$ cat src/sv/swm_pkg.sv
// Shared constants and control types for the sliding-window maximum filter.
// No dependencies; used by every module of the block.
`timescale 1ns / 1ps

package swm_pkg;

  localparam int WINDOW_MAX  = 64;
  localparam int SAMPLE_BITS = 32;
  localparam int WS_W        = 7;
  localparam int IDX_W       = $clog2(WINDOW_MAX);
  localparam int CNT_W       = $clog2(WINDOW_MAX + 1);
  localparam int POS_W       = $clog2(4 * WINDOW_MAX);
  localparam int TDATA_W     = ((SAMPLE_BITS + 7) / 8) * 8;

  typedef enum logic [1:0] {
    S_IDLE,
    S_RETIRE,
    S_PUSH
  } swm_state_t;

  typedef struct packed {
    logic capture;
    logic retire;
    logic push;
  } swm_cmd_t;

  typedef struct packed {
    logic front_expired;
    logic out_free;
  } swm_status_t;

endpackage

$ cat src/sv/swm_ctrl.sv
// Controller for the sliding-window maximum filter: sequences capture,
// front retirement and the push step. Depends on swm_pkg.
`timescale 1ns / 1ps

module swm_ctrl import swm_pkg::*; (
  input  logic        clk,
  input  logic        rst_n,
  input  logic        in_tvalid,
  output logic        in_tready,
  input  swm_status_t status,
  output swm_cmd_t    cmd
);

  swm_state_t state_r, state_nxt;

  always_ff @(posedge clk) begin
    if (!rst_n) begin
      state_r <= S_IDLE;
    end else begin
      state_r <= state_nxt;
    end
  end

  always_comb begin
    state_nxt = state_r;
    unique case (state_r)
      S_IDLE: begin
        if (in_tvalid) state_nxt = S_RETIRE;
      end
      S_RETIRE: begin
        if (!status.front_expired) state_nxt = S_PUSH;
      end
      S_PUSH: begin
        if (status.out_free) state_nxt = S_IDLE;
      end
      default: state_nxt = S_IDLE;
    endcase
  end

  always_comb begin
    in_tready = 1'b0;
    cmd       = '0;
    unique case (state_r)
      S_IDLE: begin
        in_tready   = 1'b1;
        cmd.capture = in_tvalid;
      end
      S_RETIRE: begin
        cmd.retire = status.front_expired;
      end
      S_PUSH: begin
        cmd.push = status.out_free;
      end
      default: ;
    endcase
  end

endmodule

$ cat config.mk
export PLATFORM = sky130hd
export DESIGN_NAME = swm_ctrl
export DESIGN_NICKNAME = d
export VERILOG_FILES = /design/src/sv/swm_pkg.sv /design/src/sv/swm_ctrl.sv
export SDC_FILE = /design/constraint.sdc
export NUM_CORES = 1
export LEC_CHECK = 0
export BUFFER_PORTS_ARGS = -buffer_cell sky130_fd_sc_hd__buf_2
export CAP_MARGIN = 0
export CORE_AREA = 4 4 41 43
export CTS_CLUSTER_SIZE = 14
export DETAILED_ROUTE_END_ITERATION = 6
export DIE_AREA = 0 0 45 47
export MAX_ROUTING_LAYER = met4
export REMOVE_ABC_BUFFERS = 1
export SYNTH_ARGS = -nofsm -noshare
export SYNTH_HDL_FRONTEND = slang
export SYNTH_SLANG_ARGS = --single-unit
$ cat constraint.sdc
create_clock -name clk -period 1.67 [get_ports clk]
set_input_delay 0.0835 -clock clk [delete_from_list [all_inputs] [get_ports clk]]
set_output_delay 0.0835 -clock clk [all_outputs]
set_load 0.01 [all_outputs]
* Word-level counts from Yosys, hierarchy flattened
Index checks and enable logic that the tools add are counted.
Word-level totals: output and inout bits 4, word-level logic and storage cells 16, register bits after elaboration 2
Cells by class: mux-type cells 8, equal/unequal tests 5, reduce and logical (&&, ||, !) cells 2
Operator list (number):
- $mux 2 | 3
- $ne 2x2->1 const B | 3
- $pmux 2 s3 | 1
- $mux 1 | 4
- $reduce_and 3->1 | 1
- $eq 2x1->1 const B | 1
- $eq 2x2->1 const B | 1
- $logic_not 2->1 | 1

* Logic depth before layout (Yosys ltp)
Gate-level depths: netlist of the first run.
depth in word-level cells 3, depth in mapped cells 2, gate-level depth less buffers 2

* Least setup slack after synthesis of the first run
No wires, ideal clock.
path type reg-to-output, start reg state_r[0], end out cmd[2] (netlist bit), data required time 1586 ps, path buffers 0, cell stages (with the launch flop) 3, arrival 743 ps, setup slack 844 ps, cells stage by stage dfxtp_1 -> nor2_1 -> and2_1
RTL lines:
- start: declaration | line swm_ctrl.sv:14 | swm_state_t state_r, state_nxt;
- start signal: assignment | line swm_ctrl.sv:20 | state_r <= state_nxt;
- end: declaration | line swm_ctrl.sv:11 | output swm_cmd_t cmd

==> impl_metrics.ini, run 1 <==
[cells_and_area]
fin_nets = 30
diodes = 0
largest_reg_flops = 2
reg.largest.list = state_r x2
fillCellCount = 158
layout_common_cells = 8 x buf_2, 3 x clkbuf_4, 2 x nor2_1, 2 x nor3b_1, 2 x dfxtp_1
final_common_cell = buf_2
area.growth.synth_to_final_pct = 72.2
multi_input_area_sq_um = 72.6
regMostFlops = state_r
drive_gt1_share_pct = 56.5
seqCellArea_sq_um = 40.0

[critical_path]
crit_arrival_ns = 0.99
cp.buffers_inverters = 1
worst-setup-path-type = reg2out
start_kind = flop
critPathCaptureType = primary output
crit_family = flip-flops
reg2reg_from = state_r[0]
crit_slowest_cell = dfxtp_1
max_stage_delay_ns = 0.40
critPathMaxFanout = 6
cp.required_ns = 1.59
crit_start = state_r[0]
path_cells = nor2_1, and2_1, buf_2

[power_and_ir_drop]
p_per_area_mw_per_mm2 = 956
total_leakage_power_nw = 0.0904
power_frac_seq_pct = 29.8
swShare_pct = 21.8
pwr-share-clk_pct = 56.0
p_comb_share_pct = 14.2
p_int_mw = 0.145
p_switching_mw = 0.0404
ir_worst_vdd_mv = 0.199
power.total_mw = 0.185

[floorplan]
start_util_pct = 8.65
die_h_um = 47
io_pins = 9
dieArea_sq_mm = 0.00212
die_x_um = 45
placementRows = 13
coreArea_sq_mm = 0.00130

[route]
drc = 0
wl_per_cell_um = 7.34
postRouteAntennaNets = 0
vias = 120
routed_wl_um = 279
vias_per_cell = 3.16
drt_iter0_drc = 3
first_pass_iters = 2

[placed_design]
numPortBuffers = 8
gp_routability_congestion = 0.630

[timing]
final.setup.tns_ns = 0
period_minus_slack_ns = 1.07
period_share_pct = 64.0
worst-slew-pin-transition_ns = 0.167
setup_viol = 0
max_freq_ghz = 0.935
hold_viol = 0
slew_headroom_pct = 88.5
rsz0062_at_grt = false
fin_worst_skew_ns = 0.00277
slew_violations = 0

[yosys]
ys_ff_latch = 2
synth.distinct_cells = 9
syn_area_sq_um = 113
avgSynthCellArea_sq_um = 9.38
yosysSeqAreaShare_pct = 35.6
synth_top_area_share_pct = 35.6
synthCells = 12
netlist_top_cells_area = dfxtp_1 36%, nor3b_1 13%, nor3b_2 11%
synth_top_area_cell = dfxtp_1
yosys_warnings = 0

[cts]
clkTransAtPathRegs_ns = 0.03
postCtsSetupBuffers = 0
clk_latency_ns = 0.22
h-tree-depth = 1
cts_resized = 0
numCtsBuffers = 3
hold_buffers = 0
cts_buffer_depth = 2
clock_sinks = 2
cts_tree = done
cts_root_buf = clkbuf_4

[global_route]
antenna_found_initial = 0
track_usage_pct = 3.66
grt_pass1_wl_um = 407
grt_pass1_vias = 100
grt_max_degree = 7
grt-ovfl-total = 0

[min_path]
hold_path.class = in2reg
min_from = rst_n

[run]
cap_violations = 0

[run_status]
status = complete, no violations
[cell usage after synthesis]
cell type	count
o21a_1	1
mux2i_1	1
and2_1	1
nor3b_2	1
dfxtp_1	2
nor2_1	2
nor3b_1	2
nand2_1	1
and3b_2	1
[path summary, 6_finish.rpt]
kind | to | slack [ns] | cells after the start
worst max register to register | state_r[0] | 0.85 | 2
worst min register to register | state_r[0] | 0.51 | 1
worst max-delay path | cmd[2] | 0.60 | 3
worst min-delay path | state_r[1] | 0.09 | 2
[cell families (layout without fill, tap and decap cells)]
| group | Yosys count | after routing | share of synthesized area (%) |
|---|---|---|---|
| multiplexers | 1 | 1 | 8.89 |
| AO/OA/AOI/OAI | 1 | 1 | 6.67 |
| AND/OR/NAND/NOR | 8 | 8 | 48.9 |
| flip-flops | 2 | 2 | 35.6 |
| buffers and inverters | 0 | 11 | 0 |
[worst register-to-register path: cells and delay by family, from the launching register on]
kind,cells,cell delay [ns]
flops,1,0.40
mux,1,0.25
simple gates,1,0.06
[power groups by stage]
stage / clock network (mW) / logic [mW] / registers (mW)
finish: 0.104 / 0.0263 / 0.0553
detailed placement: 0 / 0.0270 / 0.0558
floorplan: 0 / 0.0145 / 0.0550
CTS: 0.111 / 0.0270 / 0.0553
global route: 0.115 / 0.0299 / 0.0560
global placement: 0 / 0.0265 / 0.0559
[layer usage]
layer  vias up  global-route usage, %  share of wire (%)
met5         -                      -                  0
met4         0                   5.26                  0
met3         0                   4.60                 23
met2         8                   2.82                 32
met1        48                   3.17                 46
li1         64                      -                  -
[metrics by stage]
step	cells	util (%)	hold WS (ns)	setup slack [ns]	area (sq um)
2_1_floorplan	12	-	0.201	0.844	113
3_3_place_gp	35	13.2	0.313	0.840	171
3_5_place_dp	35	13.2	0.318	0.834	171
4_1_cts	38	14.9	0.0872	0.584	194
5_1_grt	38	14.9	0.104	0.523	194
6_report	38	14.9	0.0885	0.601	194
[final cells by class]
cell class | instances | share of cell area, %
multi-input combinational | 10 | 37.4
sequential | 2 | 20.6
timing repair buffer | 8 | 20.6
clock buffer | 3 | 11.6
tap | 15 | 9.68
(Power assumes the default switching activity.)
==> run 2: changes to the inputs <==
Settings changed: ABC_AREA from default to 1.
Clock period 1.67 ns to 1.1 ns, I/O delays scaled along.
==> run 2 against run 1 <==
Compared with the run above:
- wire length unchanged
- clock skew is 0.0016 ns lower
- sequential power is 49% higher
- worst hold slack got worse by 0.0075 ns
- worst setup slack got worse by 0.52 ns
- cell count up 11%
- synthesized cell count rose by 33%
- global-route usage is the same
- total power rose by 56%
- critical path type unchanged
- critical endpoint is now cmd[0]
==> impl_metrics.ini, run 2 <==
[global_route]
track_usage_pct = 3.66
grt_max_degree = 6
grt_pass1_vias = 131
grt-ovfl-total = 0
grt_pass1_wl_um = 441
antenna_found_initial = 0

[timing]
setup_viol = 0
worst-slew-pin-transition_ns = 0.147
hold_viol = 0
slew_violations = 0
fin_worst_skew_ns = 0.00122
final.setup.tns_ns = 0
period_share_pct = 92.8
period_minus_slack_ns = 1.02
max_freq_ghz = 0.980
slew_headroom_pct = 90.1
rsz0062_at_grt = false

[power_and_ir_drop]
p_comb_share_pct = 15.2
swShare_pct = 24.3
total_leakage_power_nw = 0.108
p_switching_mw = 0.0703
p_per_area_mw_per_mm2 = 1500
power.total_mw = 0.289
p_int_mw = 0.219
ir_worst_vdd_mv = 0.269
pwr-share-clk_pct = 56.2
power_frac_seq_pct = 28.5

[cells_and_area]
multi_input_area_sq_um = 48.8
fin_nets = 34
fillCellCount = 157
regMostFlops = state_r
largest_reg_flops = 2
drive_gt1_share_pct = 51.9
layout_common_cells = 8 x buf_2, 6 x inv_1, 3 x clkbuf_4
reg.largest.list = state_r x2
diodes = 0
final_common_cell = buf_2
area.growth.synth_to_final_pct = 73.0
seqCellArea_sq_um = 40.0

[placed_design]
hpwl_um = 225
gp_routability_congestion = 0.608
numPortBuffers = 8

[critical_path]
start_kind = flop
reg2reg_from = state_r[0]
critPathCaptureType = primary output
worst-r2r-setup-slack_ns = 0.37
rr_worst_depth = 2
critPathMaxFanout = 3
crit_arrival_ns = 0.97
worst-setup-path-type = reg2out
rr_endpoint = state_r[0]
crit_path_end = cmd[0]
cp.required_ns = 1.04
crit_start = state_r[1]

[route]
vias = 134
postRouteAntennaNets = 0
routed_wl_um = 279
wl_per_cell_um = 6.64
first_pass_iters = 1
drt_iter0_drc = 0
vias_per_cell = 3.19
drc = 0

[floorplan]
die_x_um = 45
io_pins = 9
start_util_pct = 8.56
die_h_um = 47
dieArea_sq_mm = 0.00212
placementRows = 13
coreArea_sq_mm = 0.00130

[yosys]
yosys_warnings = 0
synth-edff-count = 0
netlist_top_cells_area = dfxtp_1 36%, inv_1 20%, nand3_1 9.0%
synthTopCellsByCount = 6 x inv_1, 2 x dfxtp_1, 2 x nand3_1
synthCells = 16
synth_top_area_cell = dfxtp_1
avgSynthCellArea_sq_um = 6.96
yosysMostFrequentCell = inv_1
ys_ff_latch = 2
synth.distinct_cells = 9
yosysSeqAreaShare_pct = 36.0
synth_flop_cell = dfxtp_1
synthArstFlopShare_pct = 0
syn_area_sq_um = 111
synth_top_area_share_pct = 36.0

[cts]
numCtsBuffers = 3
clock_sinks = 2
h-tree-depth = 1
clkTransAtPathRegs_ns = 0.03
postCtsSetupBuffers = 0
hold_buffers = 0
cts_root_buf = clkbuf_4
cts_resized = 0
cts_tree = done
clk_latency_ns = 0.22
cts_buffer_depth = 2

[run_status]
status = complete, no violations

[run]
cap_violations = 0

[min_path]
hold_path.class = in2reg
run 2: power groups by stage:
stage / Combinational (mW) / Sequential, mW / Clock, mW
floorplan: 0.0256 / 0.0829 / 0
global placement: 0.0447 / 0.0834 / 0
detailed placement: 0.0449 / 0.0837 / 0
CTS: 0.0451 / 0.0827 / 0.178
global route: 0.0498 / 0.0837 / 0.182
finish: 0.0440 / 0.0826 / 0.163
run 2: worst min path at each step:
stage | start | cells after the start | slack [ns] | endpoint
after floorplan | rst_n | 2 | 0.20 | state_r[0]
after global placement | rst_n | 3 | 0.31 | state_r[0]
after detailed placement | rst_n | 3 | 0.31 | state_r[0]
after CTS | rst_n | 3 | 0.07 | state_r[0]
after global routing | rst_n | 3 | 0.09 | state_r[1]
final | rst_n | 3 | 0.08 | state_r[0]
run 2: worst max-delay path, cell delays in order, from the launching register on:
cell and delay, ns:
dfxtp_1 0.35, inv_1 0.07, nor3_1 0.16, buf_2 0.16
run 2: cells by family (layout without fill, tap and decap cells):
logic type / count (synthesis) / count (layout) / share of synthesized area, %
compound gates: 2 / 2 / 12.4
buf+inv: 6 / 17 / 20.2
flops: 2 / 2 / 36.0
simple gates: 6 / 6 / 31.5
run 2: layout make-up:
class,instances,area share (%)
flip-flops and latches,2,20.8
clock buffers,3,11.7
well taps,15,9.74
multi-input cells,8,25.3
inverters,6,11.7
repair buffers,8,20.8
run 2: per-stage QoR:
step           setup slack (ns)  cells  hold WS, ns  area (sq um)  util [%]
2_1_floorplan             0.343     16        0.195           111         -
3_3_place_gp              0.319     39        0.312           170      13.1
3_5_place_dp              0.306     39        0.313           170      13.1
4_1_cts                  0.0585     42       0.0723           193      14.8
5_1_grt                 0.00102     42       0.0907           193      14.8
6_report                 0.0792     42       0.0810           193      14.8
run 2: per-layer routing:
layer / GRT usage (%) / share of wire [%] / vias up
met3: 3.45 / 13 / 0
met5: - / 0 / -
met2: 4.52 / 56 / 3
li1: - / - / 71
met4: 5.26 / 0 / 0
met1: 2.49 / 31 / 60
